$ cat config.mk
export PLATFORM = sky130hd
export DESIGN_NAME = fbf_cfg
export DESIGN_NICKNAME = d
export VERILOG_FILES = /design/src/rtl/assert_macros.svh /design/src/rtl/fbf_pkg.sv /design/src/rtl/fbf_cfg.sv
export SDC_FILE = /design/constraint.sdc
export NUM_CORES = 1
export LEC_CHECK = 0
export BUFFER_PORTS_ARGS = -buffer_cell sky130_fd_sc_hd__buf_2
export CAP_MARGIN = 10
export CORE_ASPECT_RATIO = 1.1
export CORE_MARGIN = 5
export CORE_UTILIZATION = 45
export DETAILED_ROUTE_END_ITERATION = 8
export GPL_TIMING_DRIVEN = 0
export PLACE_DENSITY_LB_ADDON = 0.05
export SLEW_MARGIN = 20
export SYNTH_ARGS = -nofsm -noshare
export SYNTH_HDL_FRONTEND = slang
export SYNTH_SLANG_ARGS = --single-unit
$ cat constraint.sdc
create_clock -name clk -period 2.4 [get_ports clk]
set_clock_uncertainty 0.1 [all_clocks]
set_input_delay 0.48 -clock clk [delete_from_list [all_inputs] [get_ports clk]]
set_output_delay 0.48 -clock clk [all_outputs]
set_load 0.005 [all_outputs]
$ cat src/rtl/assert_macros.svh
// assertion helpers for the filter bank
`ifndef ASSERT_MACROS_SVH
`define ASSERT_MACROS_SVH

`ifndef NO_ASSERTIONS
// a implies b in the same cycle
`define ASSERT_IMPLIES(label, clk, rst, a, b) \
  label: assert property (@(posedge clk) disable iff (rst) (a) |-> (b)) \
    else $error("assertion failed");
// a implies b in the next cycle
`define ASSERT_NEXT(label, clk, rst, a, b) \
  label: assert property (@(posedge clk) disable iff (rst) (a) |=> (b)) \
    else $error("assertion failed");
`else
`define ASSERT_IMPLIES(label, clk, rst, a, b)
`define ASSERT_NEXT(label, clk, rst, a, b)
`endif

`endif

$ cat src/rtl/fbf_pkg.sv
`timescale 1ns / 1ps
`default_nettype none
package fbf_pkg;

  localparam int SMP_W = 16;
  localparam int GAIN_W = 20;
  localparam int TAPS_W = 9;
  localparam int NUM_CFG_BANDS = 4;
  localparam int FRAC_SHIFT = 29;

  typedef logic signed [GAIN_W-1:0] gain_t;
  typedef logic [TAPS_W-1:0] taps_t;
  typedef logic [2:0] reg_idx_t;

  // register indexes
  localparam reg_idx_t REG_GAIN_BAND0 = 3'd0;
  localparam reg_idx_t REG_GAIN_BAND3 = 3'd3;
  localparam reg_idx_t REG_TAPS_BAND0 = 3'd4;
  localparam reg_idx_t REG_TAPS_BAND3 = 3'd7;

  localparam gain_t GAIN_RESET [NUM_CFG_BANDS] = '{
    20'sd16384, 20'sd16384, 20'sd163840, 20'sd16384};
  localparam taps_t TAPS_RESET [NUM_CFG_BANDS] = '{9'd163, 9'd131, 9'd67, 9'd23};

  // clamp bounds with 44 fraction bits
  localparam longint CLAMP_HIGH = 64'sd17591482356974;
  localparam longint CLAMP_LOW = -(64'sd1 <<< 44);
  localparam logic [SMP_W-1:0] Q15_HIGH = 16'h7FFE;
  localparam logic [SMP_W-1:0] Q15_LOW = 16'h8000;

  typedef enum logic [3:0] {
    S_CLEAR, S_IDLE, S_WRITE, S_MAC, S_DRAIN,
    S_GAIN_LO, S_GAIN_HI, S_GAIN_ADD, S_OUT
  } state_t;

  typedef struct packed {
    logic clear_wr;
    logic accept;
    logic write_sample;
    logic band_start;
    logic issue;
    logic gain_lo;
    logic gain_hi;
    logic gain_add;
    logic out_load;
  } cmd_t;

  typedef struct packed {
    logic mac_busy;
    logic out_free;
  } status_t;

endpackage
`default_nettype wire

$ cat src/rtl/fbf_cfg.sv
`timescale 1ns / 1ps
`default_nettype none
module fbf_cfg import fbf_pkg::*; (
  input  wire logic            clk,
  input  wire logic            rst,
  input  wire logic            cfg_write_en,
  input  wire reg_idx_t        cfg_index,
  input  wire logic [GAIN_W-1:0] cfg_data,
  output gain_t                gain [NUM_CFG_BANDS],
  output taps_t                taps [NUM_CFG_BANDS]
);

  // gain and tap count registers
  always_ff @(posedge clk) begin
    if (rst) begin
      for (int k = 0; k < NUM_CFG_BANDS; k++) begin
        gain[k] <= GAIN_RESET[k];
        taps[k] <= TAPS_RESET[k];
      end
    end else if (cfg_write_en) begin
      case (cfg_index) inside
        [REG_GAIN_BAND0:REG_GAIN_BAND3]: gain[cfg_index[1:0]] <= cfg_data;
        [REG_TAPS_BAND0:REG_TAPS_BAND3]: taps[cfg_index[1:0]] <= cfg_data[TAPS_W-1:0];
        default: ;
      endcase
    end
  end

endmodule
`default_nettype wire

# After elaboration in Yosys (flattened, before gate mapping)
# Index checks and enable logic that the tools add are counted.
[totals]
register_bits = 116
inputBits = 26
[op_classes]
magnitude_cmp = 6
muxes = 6
bitwise_logic = 2
reduce_logical = 5
[ops]
columns = ["cell", "n"]
rows = [
  ["$bwmux W80", 1],
  ["$demux W20 S2", 1],
  ["$bwmux W36", 1],
  ["$mux W20", 1],
  ["$demux W9 S2", 1],
  ["$mux W9", 1],
  ["$ge A3 B3 Y1 const B", 2],
  ["$ge A3 B1 Y1 const B", 1],
  ["$le A3 B2 Y1 const B", 1],
  ["$le A3 B3 Y1 const B", 1],
  ["$logic_and A1 B1 Y1", 3],
  ["$lt A3 B1 Y1 const B", 1],
  ["$not A2 Y3", 1],
  ["$reduce_and A3 Y1", 1],
  ["$reduce_and A2 Y1", 1],
  ["$not A1 Y1", 1],
]

# Depth between registers and ports, before layout
[depth]
word_depth = 6
ltp_mapped = 5
ltp_nobuf = 2

# Worst setup path after synthesis
# OpenSTA, ideal clock, no wires.
[synth_timing]
path_kind = "input to register"
startpoint = "in cfg_index[1]"
endpoint = "reg gain[63] (netlist name)"
setup_ns = 0.129
arrival_ns = 1.360
setup_slack_ns = 0.811
path_stages = 4
path_cell_list = "or4b_1 clkbuf_2 buf_6 mux2i_1"
[synth_via]
elab_chain_len = 6
elab_cells_between_ends = 11
cone_classes = "order compare: 4; mux: 3; bitwise: 1; reduce/logical: 3"
[synth_lines]
columns = ["element", "line_no", "text"]
rows = [
  ["start: declaration", "fbf_cfg.sv:7", "input wire reg_idx_t cfg_index,"],
  ["$not A2 Y3 (not written as such)", "fbf_cfg.sv:22", "[REG_GAIN_BAND0:REG_GAIN_BAND3]: gain[cfg_index[1:0]] <= cfg_data;"],
  ["$ge A3 B3 Y1 (not written as such) or $lt A3 B1 Y1 (tied branches)", "fbf_cfg.sv:22", ""],
  ["$logic_and A1 B1 Y1 (not written as such)", "fbf_cfg.sv:22", ""],
  ["$mux W20 (not written as such)", "fbf_cfg.sv:22", ""],
  ["$demux W20 S2", "fbf_cfg.sv:22", ""],
  ["$bwmux W80", "fbf_cfg.sv:22", ""],
  ["end signal: indexed assignment", "fbf_cfg.sv:17", "gain[k] <= GAIN_RESET[k];"],
  ["end signal: indexed assignment", "fbf_cfg.sv:22", ""],
  ["end: declaration", "fbf_cfg.sv:9", "output gain_t gain [NUM_CFG_BANDS],"],
]
# Several ways; a longest one is shown, not always the timed one.
# A chain may end at the register's enable or synchronous reset.

# Final worst setup path
[layout_timing]
startpoint = "reg gain[45] (netlist name)"
endpoint = "out gain[45] (netlist name)"
# No word-level cell between the ends.

==> out/results.tsv <==
stage	metric	value	unit
clocking	cts_made_buffers	17	
power	power_frac_seq	0.427	
critical_path	regToRegSetupSlack	1.68	ns
power	p_sw_frac	0.227	
synth	avgSynthCellArea	10.9	µm²
global_routing	grt_pass1_wl	18800	µm
synth	synth_top_area_share	0.499	
routing	viasPerCell	4.79	
routing	first_pass_iters	4	
critical_path	crit_chain	buf_2	
critical_path	cp_slowest_stage_delay	0.36	ns
critical_path	start_kind	flip-flop	
global_routing	grt_usage	0.203	
sta	fmax	678	MHz
sta	hold_viol_final	0	
placement	placed_area	0.00552	mm²
power	power.total	4.67	mW
synth	syn_nets	452	
cells_and_area	stdcell_area	0.00609	mm²
sta	slew_violations	0	
floorplan	rows	39	
synth	yosysUniqueCellTypes	21	
cells_and_area	antenna-diode-count	0	
placement	hpwl	8790	µm
global_routing	grt_max_degree	17	
clocking	clockRootBuffer	clkbuf_16	
critical_path	crit_family	flip-flops	
synth	yosysTopAreaCell	dfxtp_1	
critical_path	path_buf_inv	1	
global_routing	antenna_found_initial	0	
floorplan	start_util	0.455	
critical_path	path_max_fanout	2	
clocking	ctsHoldBuffers	0	
floorplan	core_region_area	0.0102	mm²
clocking	cts_max_path_buffers	2	
floorplan	die_h	117	µm
critical_path	cp_data_arrival_time	0.90	ns
synth	ys.flop_type	dfxtp_1	
power	powerDensity	767	mW/mm²
power	leakagePower	3.15	nW
routing	antenna_left	0	
clocking	path_clk_slew	0.05	ns
routing	dr_total_vias	3455	
synth	netlist_instances	426	
cells_and_area	areaGrowthSynthToFinish	30.8	%
global_routing	globalRoute.totalOverflow	0	
synth	synth_edf_count	0	
critical_path	critPathSlowestCell	dfxtp_1	
routing	drc	0	
synth	synth_area_leaders	dfxtp_1, mux2i_1, nand2b_1	
critical_path	criticalPathCategory	reg -> out	
floorplan	chipWidth	107	µm
sta	max_slew_margin	0.628	
placement	globalplace.congestion	0.752	
clocking	clk_latency	0.40	ns
clocking	post_cts_buffers	0	
critical_path	required	1.82	ns
routing	drt_iter0_markers	118	
synth	yosysWarnings	0	
power	internal_power	3.61	mW
floorplan	io-pin-count	142	
sta	holdWs	0.254	ns
sta	tns	0	ns
clocking	cts_resized	0	
power	p_comb_frac	0.064	
cells_and_area	post_route_cells_drive_above_1_share	0.329	
cells_and_area	final_nets	612	
clocking	cts_tree	built	
power	clkPwrFrac	0.509	
routing	wl	12200	µm
sta	period_minus_slack	1.48	ns
min_path	hp-class	in -> reg	
synth	netlist_area	0.00466	mm²
sta	fin_crit_sh	0.615	
sta	worstMarginPinSlew	0.558	ns
sta	setup_viol	0	
run_status	run_status	completed	
floorplan	die-area	0.0125	mm²
global_routing	grt_pass1_vias	3527	
synth	seq_area_frac_synth	0.499	
synth	yosys-top-cells-count	dfxtp_1, mux2i_1, nand2b_1	
critical_path	critical_path.endpoint_type	output port	
synth	synthArstFlopShare	0	
clocking	clock_sink_count	116	
flow_run	cap_viol_max_count	0	
power	switchingPower	1.06	mW
sta	rsz0062_at_grt	no	
placement	port_buffers	141	
routing	avgRoutedWirePerCell	16.9	µm
synth	ys_seq_elements	116	
clocking	cts_htree_levels	4	
power	vdd_drop_max	378	µV
-- flip-flops by register name, indices dropped and copies added, names as in the netlist --
register and flops:
gain 80, taps 36
-- final timing paths --
kind           startpoint  endpoint  cells after the start
min reg2reg      gain[29]  gain[29]                      2
max              gain[45]  gain[45]                      1
max reg2reg       taps[2]   taps[2]                      2
min          cfg_data[15]  gain[35]                      3
-- per-stage QoR --
stage                     utilization  cells  worst slack (ns)
final                           0.594    722             0.924
after global routing            0.594    722             0.877
after CTS                       0.594    722             0.905
after detailed placement        0.538    690             0.565
after global placement          0.538    690             0.565
after floorplan                     -    426             0.811
-- cell type report --
| cell class | count | area [µm²] |
|---|---|---|
| buffer | 36 | 204 |
| clock buffer | 20 | 467 |
| clock inverter | 12 | 106 |
| fill | 922 | 4160 |
| multi-input combinational | 274 | 2130 |
| sequential | 116 | 2320 |
| tap | 123 | 154 |
| timing repair buffer | 141 | 706 |
-- logic make-up (layout without fill, tap and decap cells) --
| logic type | after synthesis | after routing | synth area share |
|---|---|---|---|
| simple gates | 158 | 158 | 0.208 |
| buf+inv | 36 | 209 | 0.0438 |
| mux | 116 | 116 | 0.249 |
| flops | 116 | 116 | 0.499 |
-- metal layers --
metal	track usage	vias to the layer above	part of all wire
met1	0.238	1602	0.42
met3	0.0746	18	0.076
met5	0	-	0
met4	0.0853	0	0.018
met2	0.337	103	0.49
li1	-	1732	-
-- layout by cell type (no fill, tap or decap), types with 4 or more instances in the layout --
cell / instances
buf_2: 155
buf_6: 4
clkbuf_1: 14
clkbuf_16: 17
clkinv_2: 4
clkinvlp_4: 4
dfxtp_1: 116
mux2i_1: 116
nand2b_1: 111
nor2_1: 29
or2b_1: 4
-- power groups by stage --
stage	Sequential (mW)	Clock, mW	Combinational (mW)
final	1.99	2.38	0.301
after global placement	2.03	0	0.302
after CTS	1.99	2.42	0.306
after floorplan	2.04	0	0.173
after detailed placement	2.03	0	0.306
after global routing	2.00	2.52	0.332
No activity file was read; power rests on OpenSTA's default activity.
