==> src/rtl/assert_macros.svh <==
// assertion helpers for the filter bank
`ifndef ASSERT_MACROS_SVH
`define ASSERT_MACROS_SVH

`ifndef NO_ASSERTIONS
// a implies b in the same cycle
`define ASSERT_IMPLIES(label, clk, rst, a, b) \
  label: assert property (@(posedge clk) disable iff (rst) (a) |-> (b)) \
    else $error("assertion failed");
// a implies b in the next cycle
`define ASSERT_NEXT(label, clk, rst, a, b) \
  label: assert property (@(posedge clk) disable iff (rst) (a) |=> (b)) \
    else $error("assertion failed");
`else
`define ASSERT_IMPLIES(label, clk, rst, a, b)
`define ASSERT_NEXT(label, clk, rst, a, b)
`endif

`endif

==> src/rtl/fbf_pkg.sv <==
`timescale 1ns / 1ps
`default_nettype none
package fbf_pkg;

  localparam int SMP_W = 16;
  localparam int GAIN_W = 20;
  localparam int TAPS_W = 9;
  localparam int NUM_CFG_BANDS = 4;
  localparam int FRAC_SHIFT = 29;

  typedef logic signed [GAIN_W-1:0] gain_t;
  typedef logic [TAPS_W-1:0] taps_t;
  typedef logic [2:0] reg_idx_t;

  // register indexes
  localparam reg_idx_t REG_GAIN_BAND0 = 3'd0;
  localparam reg_idx_t REG_GAIN_BAND3 = 3'd3;
  localparam reg_idx_t REG_TAPS_BAND0 = 3'd4;
  localparam reg_idx_t REG_TAPS_BAND3 = 3'd7;

  localparam gain_t GAIN_RESET [NUM_CFG_BANDS] = '{
    20'sd16384, 20'sd16384, 20'sd163840, 20'sd16384};
  localparam taps_t TAPS_RESET [NUM_CFG_BANDS] = '{9'd163, 9'd131, 9'd67, 9'd23};

  // clamp bounds with 44 fraction bits
  localparam longint CLAMP_HIGH = 64'sd17591482356974;
  localparam longint CLAMP_LOW = -(64'sd1 <<< 44);
  localparam logic [SMP_W-1:0] Q15_HIGH = 16'h7FFE;
  localparam logic [SMP_W-1:0] Q15_LOW = 16'h8000;

  typedef enum logic [3:0] {
    S_CLEAR, S_IDLE, S_WRITE, S_MAC, S_DRAIN,
    S_GAIN_LO, S_GAIN_HI, S_GAIN_ADD, S_OUT
  } state_t;

  typedef struct packed {
    logic clear_wr;
    logic accept;
    logic write_sample;
    logic band_start;
    logic issue;
    logic gain_lo;
    logic gain_hi;
    logic gain_add;
    logic out_load;
  } cmd_t;

  typedef struct packed {
    logic mac_busy;
    logic out_free;
  } status_t;

endpackage
`default_nettype wire

==> src/rtl/fbf_ctrl.sv <==
`timescale 1ns / 1ps
`default_nettype none
`include "assert_macros.svh"
module fbf_ctrl import fbf_pkg::*; #(
  parameter int NUM_BANDS_P = 4,
  parameter int MAX_TAPS = 256,
  localparam int TW = $clog2(MAX_TAPS),
  localparam int CW = $clog2(MAX_TAPS + 1),
  localparam int BNW = (NUM_BANDS_P > 1) ? $clog2(NUM_BANDS_P) : 1,
  localparam int DEPTH = NUM_BANDS_P * MAX_TAPS,
  localparam int AW = $clog2(DEPTH)
) (
  input  wire logic     clk,
  input  wire logic     rst,
  input  wire logic     in_valid,
  input  wire logic     operation,
  input  wire taps_t    taps [NUM_CFG_BANDS],
  input  wire status_t  status,
  output logic          in_ready,
  output cmd_t          cmd,
  output logic [BNW-1:0] band,
  output logic [TW-1:0] tap,
  output logic [AW-1:0] clr_addr
);

  state_t state, state_next;
  logic [CW-1:0] tap_cnt;
  logic [CW-1:0] ntaps;

  // tap count of the current band, saturated
  always_comb begin
    ntaps = '0;
    for (int k = 0; k < NUM_CFG_BANDS; k++) begin
      if (int'(band) == k) begin
        if (int'(taps[k]) > MAX_TAPS) ntaps = CW'(MAX_TAPS);
        else ntaps = CW'(taps[k]);
      end
    end
  end

  assign tap = tap_cnt[TW-1:0];

  // next state
  always_comb begin
    state_next = state;
    case (state)
      S_CLEAR: if (clr_addr == AW'(DEPTH - 1)) state_next = S_IDLE;
      S_IDLE: if (in_valid && !operation) state_next = S_WRITE;
      S_WRITE: state_next = (ntaps == '0) ? S_GAIN_LO : S_MAC;
      S_MAC: if (tap_cnt == ntaps - CW'(1)) state_next = S_DRAIN;
      S_DRAIN: if (!status.mac_busy) state_next = S_GAIN_LO;
      S_GAIN_LO: state_next = S_GAIN_HI;
      S_GAIN_HI: state_next = S_GAIN_ADD;
      S_GAIN_ADD: state_next = (int'(band) == NUM_BANDS_P - 1) ? S_OUT : S_WRITE;
      S_OUT: if (status.out_free) state_next = S_IDLE;
      default: state_next = S_IDLE;
    endcase
  end

  // commands
  always_comb begin
    cmd = '0;
    in_ready = 1'b0;
    case (state)
      S_CLEAR: cmd.clear_wr = 1'b1;
      S_IDLE: begin
        in_ready = 1'b1;
        cmd.accept = in_valid;
      end
      S_WRITE: begin
        cmd.write_sample = 1'b1;
        cmd.band_start = 1'b1;
      end
      S_MAC: cmd.issue = 1'b1;
      S_GAIN_LO: cmd.gain_lo = 1'b1;
      S_GAIN_HI: cmd.gain_hi = 1'b1;
      S_GAIN_ADD: cmd.gain_add = 1'b1;
      S_OUT: cmd.out_load = status.out_free;
      default: ;
    endcase
  end

  // state and counters
  always_ff @(posedge clk) begin
    if (rst) begin
      state <= S_CLEAR;
      clr_addr <= '0;
      band <= '0;
      tap_cnt <= '0;
    end else begin
      state <= state_next;
      if (state == S_CLEAR) clr_addr <= clr_addr + AW'(1);
      if (state == S_IDLE) band <= '0;
      else if (state == S_GAIN_ADD) band <= band + BNW'(1);
      if (state == S_WRITE) tap_cnt <= '0;
      else if (state == S_MAC) tap_cnt <= tap_cnt + CW'(1);
    end
  end

  `ASSERT_IMPLIES(a_issue_in_range, clk, rst, cmd.issue, tap_cnt < ntaps)
  `ASSERT_IMPLIES(a_gain_after_drain, clk, rst, cmd.gain_lo, !status.mac_busy)
  `ASSERT_NEXT(a_out_then_idle, clk, rst, cmd.out_load, state == S_IDLE)
  `ASSERT_IMPLIES(a_ready_quiet, clk, rst, in_ready, !status.mac_busy)

endmodule
`default_nettype wire

==> config.mk <==
export PLATFORM = sky130hd
export DESIGN_NAME = fbf_ctrl
export DESIGN_NICKNAME = d
export VERILOG_FILES = /design/src/rtl/fbf_pkg.sv /design/src/rtl/fbf_ctrl.sv
export VERILOG_INCLUDE_DIRS = /design/src /design/src/rtl
export SDC_FILE = /design/constraint.sdc
export NUM_CORES = 1
export LEC_CHECK = 0
export BUFFER_PORTS_ARGS = -buffer_cell sky130_fd_sc_hd__buf_2
export CORE_ASPECT_RATIO = 1.2
export CORE_MARGIN = 3
export CORE_UTILIZATION = 34
export CTS_CLUSTER_SIZE = 8
export DETAILED_ROUTE_END_ITERATION = 10
export PLACE_DENSITY_LB_ADDON = 0.12
export SLEW_MARGIN = 40
export SYNTH_ARGS = -nofsm -noshare
export SYNTH_HDL_FRONTEND = slang
export SYNTH_SLANG_ARGS = --single-unit
==> constraint.sdc <==
create_clock -name clk -period 7.3 [get_ports clk]
set_input_delay 1.46 -clock clk [delete_from_list [all_inputs] [get_ports clk]]
set_output_delay 1.46 -clock clk [all_outputs]
set_load 0.01 [all_outputs]
# [Yosys cells after proc, flatten, opt, wreduce, memory -nomap -nowiden]
# Index checks and enable logic that the tools add are counted.
[word_totals] reg_bits=25
[classes] muxes=25 n_eq_ne=18 addsub=4 magnitude_cmp=4 reduce_logical=8
[op_table] cell="$mux 9" count=8
[op_table] cell="$gt 9x9->1 const B" count=4
[op_table] cell="$pmux 4 s9" count=1
[op_table] cell="$mux 4" count=6
[op_table] cell="$eq 4x3->1 const B" count=4
[op_table] cell="$add 10x1->10 const B" count=1
[op_table] cell="$eq 10x10->1 const B" count=1
[op_table] cell="$ne 2x2->1 const B" count=5
[op_table] cell="$add 9x1->9 const B" count=1
[op_table] cell="$eq 9x9->1" count=1
[op_table] cell="$logic_not 9->1" count=1
[op_table] cell="$sub 9x1->9 const B" count=1
[op_table] cell="$eq 4x2->1 const B" count=2
[op_table] cell="$mux 1" count=8
[op_table] cell="$reduce_and 5->1" count=1
[op_table] cell="$eq 2x2->1 const B" count=2
[op_table] cell="$eq 4x1->1 const B" count=1
[op_table] cell="$eq 4x4->1 const B" count=1
[op_table] cell="$logic_not 4->1" count=1
[op_table] cell="$reduce_or 2->1" count=2
[op_table] cell="$mux 3" count=1
[op_table] cell="$add 2x1->2 const B" count=1
[op_table] cell="$eq 2x1->1 const B" count=1
[op_table] cell="$logic_not 2->1" count=1
[op_table] cell="other kinds (3)" count=3

# [Logic depth before layout (Yosys ltp)]
[logic_depth] word_depth=10 depth_mapped=14 mapped_depth_nobuf=13

# [Least setup slack after synthesis]
# Ideal clock, no wire load.
[synth_timing] kind="input to register" startpoint="input taps[26] (netlist name)" endpoint="register state[2]" n_path_buf=1 setup_time_ps=61 slack_ps=3580 arrival_time_ps=3659 stages=12 path_cell_list="nor2b_4 -> buf_6 -> a221o_1 -> a32oi_2 -> ha_1 -> xor2_1 -> inv_1 -> nor2_1 -> o21bai_1 -> a211o_1 -> o31ai_2 -> and4bb_1"
[synth_between] elab_chain_len=9
[synth_rtl] item="start, declared" line="fbf_ctrl.sv:17" source="input wire taps_t taps [NUM_CFG_BANDS],"
[synth_rtl] item="$gt 9x9->1" line="fbf_ctrl.sv:35" source="if (int'(taps[k]) > MAX_TAPS) ntaps = CW'(MAX_TAPS);"
[synth_rtl] item="$mux 9 (*)" line="fbf_ctrl.sv:35"
[synth_rtl] item="$mux 9 (*) (3 in series)" line="fbf_ctrl.sv:34" source="if (int'(band) == k) begin"
[synth_rtl] item="$sub 9x1->9" line="fbf_ctrl.sv:50" source="S_MAC: if (tap_cnt == ntaps - CW'(1)) state_next = S_DRAIN;"
[synth_rtl] item="$eq 9x9->1" line="fbf_ctrl.sv:50"
[synth_rtl] item="$ne 2x2->1 (no line)"
[synth_rtl] item="$reduce_and 5->1 (no line)"
[synth_rtl] item="end signal, assigned" line="fbf_ctrl.sv:91" source="state <= state_next;"
[synth_rtl] item="end, declared" line="fbf_ctrl.sv:26" source="state_t state, state_next;"
# Mark *: on every way between the ends. The rest lies on a longest branch, timed or not.
# A chain may end at the register's enable or synchronous reset.

# [Worst setup path after layout]
[layout_timing] startpoint="input taps[35] (netlist name)" endpoint="register state[2]"
[layout_between] elab_chain_len=10
[layout_rtl] item="$gt 9x9->1" line="fbf_ctrl.sv:35"
[layout_rtl] item="$mux 9 (*)" line="fbf_ctrl.sv:35"
[layout_rtl] item="$mux 9 (*) (4 in series)" line="fbf_ctrl.sv:34"
[layout_rtl] item="$sub 9x1->9" line="fbf_ctrl.sv:50"
[layout_rtl] item="$eq 9x9->1" line="fbf_ctrl.sv:50"
[layout_rtl] item="$ne 2x2->1 (no line)"
[layout_rtl] item="$reduce_and 5->1 (no line)"
# Marked as above.

==> impl_metrics.toml <==
[clock_network]
cts_made_buffers = 3
cts.repair.resized = 0
cts_hold_buf = 0
cts_tree = "yes"
clock-root-buffer = "clkbuf_8"
cts_max_level = 1
insertion_delay_ns = 0.27
post_cts_buffers = 0
clk_pin_slew_worst_paths_ns = 0.09
cts_buffer_depth = 2
cts_sinks = 25

[floorplan]
die_w_um = 77.33
row_count = 30
coreArea_um2 = 5781
die_h_um = 91.59
start_util = 0.3591
boundaryPins = 72
dieArea_um2 = 7082

[finish]
final_common_cell = "buf_2"
nets = 365
syn_to_final_growth_pct = 17.42
num_antenna_cells = 0
drive_gt1_frac = 0.2930
final_cell_area_um2 = 2437
final.fill_count = 632
final_cell_mix = "71 x buf_2, 27 x nor2_1, 25 x dfxtp_1"
final_cells = 394

[sta]
fin_crit_ns = 3.905
max_slew_margin = 0.5551
rsz0062_at_grt = "false"
layout_setup_ws_ns = 3.395
hold_viol = 0
worstMarginPinSlew_ns = 0.6618
finalClockSkew_ns = 0.004254
setup_tns_ns = 0
fmax_mhz = 256.1
slew_violations = 0
finalCritPeriodShare = 0.5350
setup_violations = 0

[grt]
grtUsageTotal = 0.1588
grt_pass1_vias = 1930
grt_pass1_wl_um = 9349
grt_antenna_before_repair = 0
grt_max_degree = 20
grt.overflow.total = 0

[place]
dp_hpwl_um = 4331
port_buffers = 71
dp_cells = 390
placed_cell_area_um2 = 2391
place_ws_ns = 3.125
gp_congestion = 0.7458

[worst_setup_path]
slowest_delay_ns = 0.50
critPathMaxFanout = 9
critical_path_required_ns = 7.52
path_cells = "buf_2, nor3b_2, a221o_1, a32oi_2, ha_1, xor2_1, a211oi_1, o21bai_1, a211o_1, o31ai_2, and4bb_1"
rr_worst_depth = 12
end_kind = "flop"
crit_arrival_ns = 4.12
crit_path_top_delay_cell = "nor3b_2"
crit_type = "in -> reg"
critPathLaunchType = "input pin"

[synthesis]
synth_nets = 309
ys_ff_latch = 25
synth_edf_count = 0
synth_area_per_cell_um2 = 8.014
synthArstFlopShare = 0
synth_top_flop_cell = "dfxtp_1"
synth_cell_types = 58
synth-seq-area-share = 0.2411
yosys_warnings = 0
synth_area_um2 = 2076
syn-instance-count = 259

[pwr]
p_leak_nw = 1.056
p_total_mw = 0.3038
cellPowerDensity_nw_per_um2 = 124.6
vdd_ir_drop_max_uv = 93.51

[routing]
vias = 2034
viasPerCell = 5.162
routed_wirelength_um = 5527
first_pass_iters = 4
ant_nets = 0
drtIter0Drc = 69
drc_errors = 0
routedWlPerCell_um = 14.03

[outcome]
status = "completed"

[hold_path]
hold_path_depth = 2
hp-class = "reg -> reg"

[flow_run]
maxCapViolations = 0
==> report_power, final <==
group	switching [mW]	leakage (nW)	internal, mW	total [mW]
sequential	0.00786	0.202	0.141	0.149
combinational	0.0367	0.829	0.0345	0.0713
clock	0.0452	0.0255	0.0382	0.0834
total	0.0898	1.06	0.214	0.304
==> worst paths after layout <==
check                                              start                        to  slack, ns
worst max-delay path                            taps[35]     state[2]$_SDFFE_PP0P_       3.39
worst min-delay path            clr_addr[5]$_SDFFE_PP0P_  clr_addr[5]$_SDFFE_PP0P_       0.50
worst max register to register      band[0]$_SDFFE_PP0P_     state[2]$_SDFFE_PP0P_       3.98
worst min register to register  clr_addr[5]$_SDFFE_PP0P_  clr_addr[5]$_SDFFE_PP0P_       0.50
==> metal layers <==
metal,GRT usage,vias up,routed length [um]
met5,0,-,0
met3,0.03472,4,330
met2,0.2810,56,2689
met1,0.1940,934,2465
li1,-,1040,-
met4,0.03709,0,42
==> kinds of logic (layout without fill, tap and decap cells) <==
family,after synthesis,in the layout,synth area share
flip-flops,25,25,0.2411
AND/OR/NAND/NOR,102,102,0.2719
adder cells (fa/ha/maj),8,8,0.04822
buffers and inverters,34,89,0.09283
multiplexers,3,3,0.01447
XOR/XNOR,22,22,0.09283
AO/OA/AOI/OAI,65,65,0.2387
==> state kept, by name, summed over array words and instances, names as in the netlist <==
| register | count |
|---|---|
| band | 2 |
| state | 4 |
| clr_addr | 10 |
| tap_cnt | 9 |
==> Yosys cell counts, types with 7 or more instances <==
| master | n | share of area |
|---|---|---|
| dfxtp_1 | 25 | 0.24 |
| clkbuf_1 | 7 | 0.013 |
| nor3_1 | 7 | 0.017 |
| o21ai_0 | 13 | 0.031 |
| xnor2_1 | 9 | 0.038 |
| inv_1 | 14 | 0.025 |
| nand2_1 | 19 | 0.034 |
| buf_4 | 10 | 0.036 |
| xor2_1 | 13 | 0.055 |
| a21oi_1 | 12 | 0.029 |
| nor2_1 | 27 | 0.049 |
| ha_1 | 8 | 0.048 |
==> area by class of cell <==
class / count / area, um2 / area share
Clock buffer: 3 / 41.29 / 0.01694
Clock inverter: 1 / 5.005 / 0.002053
Inverter: 14 / 52.55 / 0.02156
Multi-Input combinational cell: 200 / 1383 / 0.5672
Sequential cell: 25 / 500.5 / 0.2053
Tap cell: 80 / 100.1 / 0.04107
Timing Repair Buffer: 71 / 355.3 / 0.1458
==> worst max-delay path: cells and delay by family <==
kind	cells	cell delay, ns
fa+ha+maj	1	0.31
simple gates	2	0.72
xor+xnor	1	0.17
buf+inv	1	0.11
compound gates	6	1.35
==> per-stage QoR <==
stage	hold slack (ns)	util
final	0.5004	0.4216
after global routing	0.5410	0.4216
after CTS	0.5062	0.4216
after detailed placement	0.4920	0.4136
after global placement	0.4853	0.4136
after floorplan	0.4984	-
No activity file was read; power rests on OpenSTA's default activity.
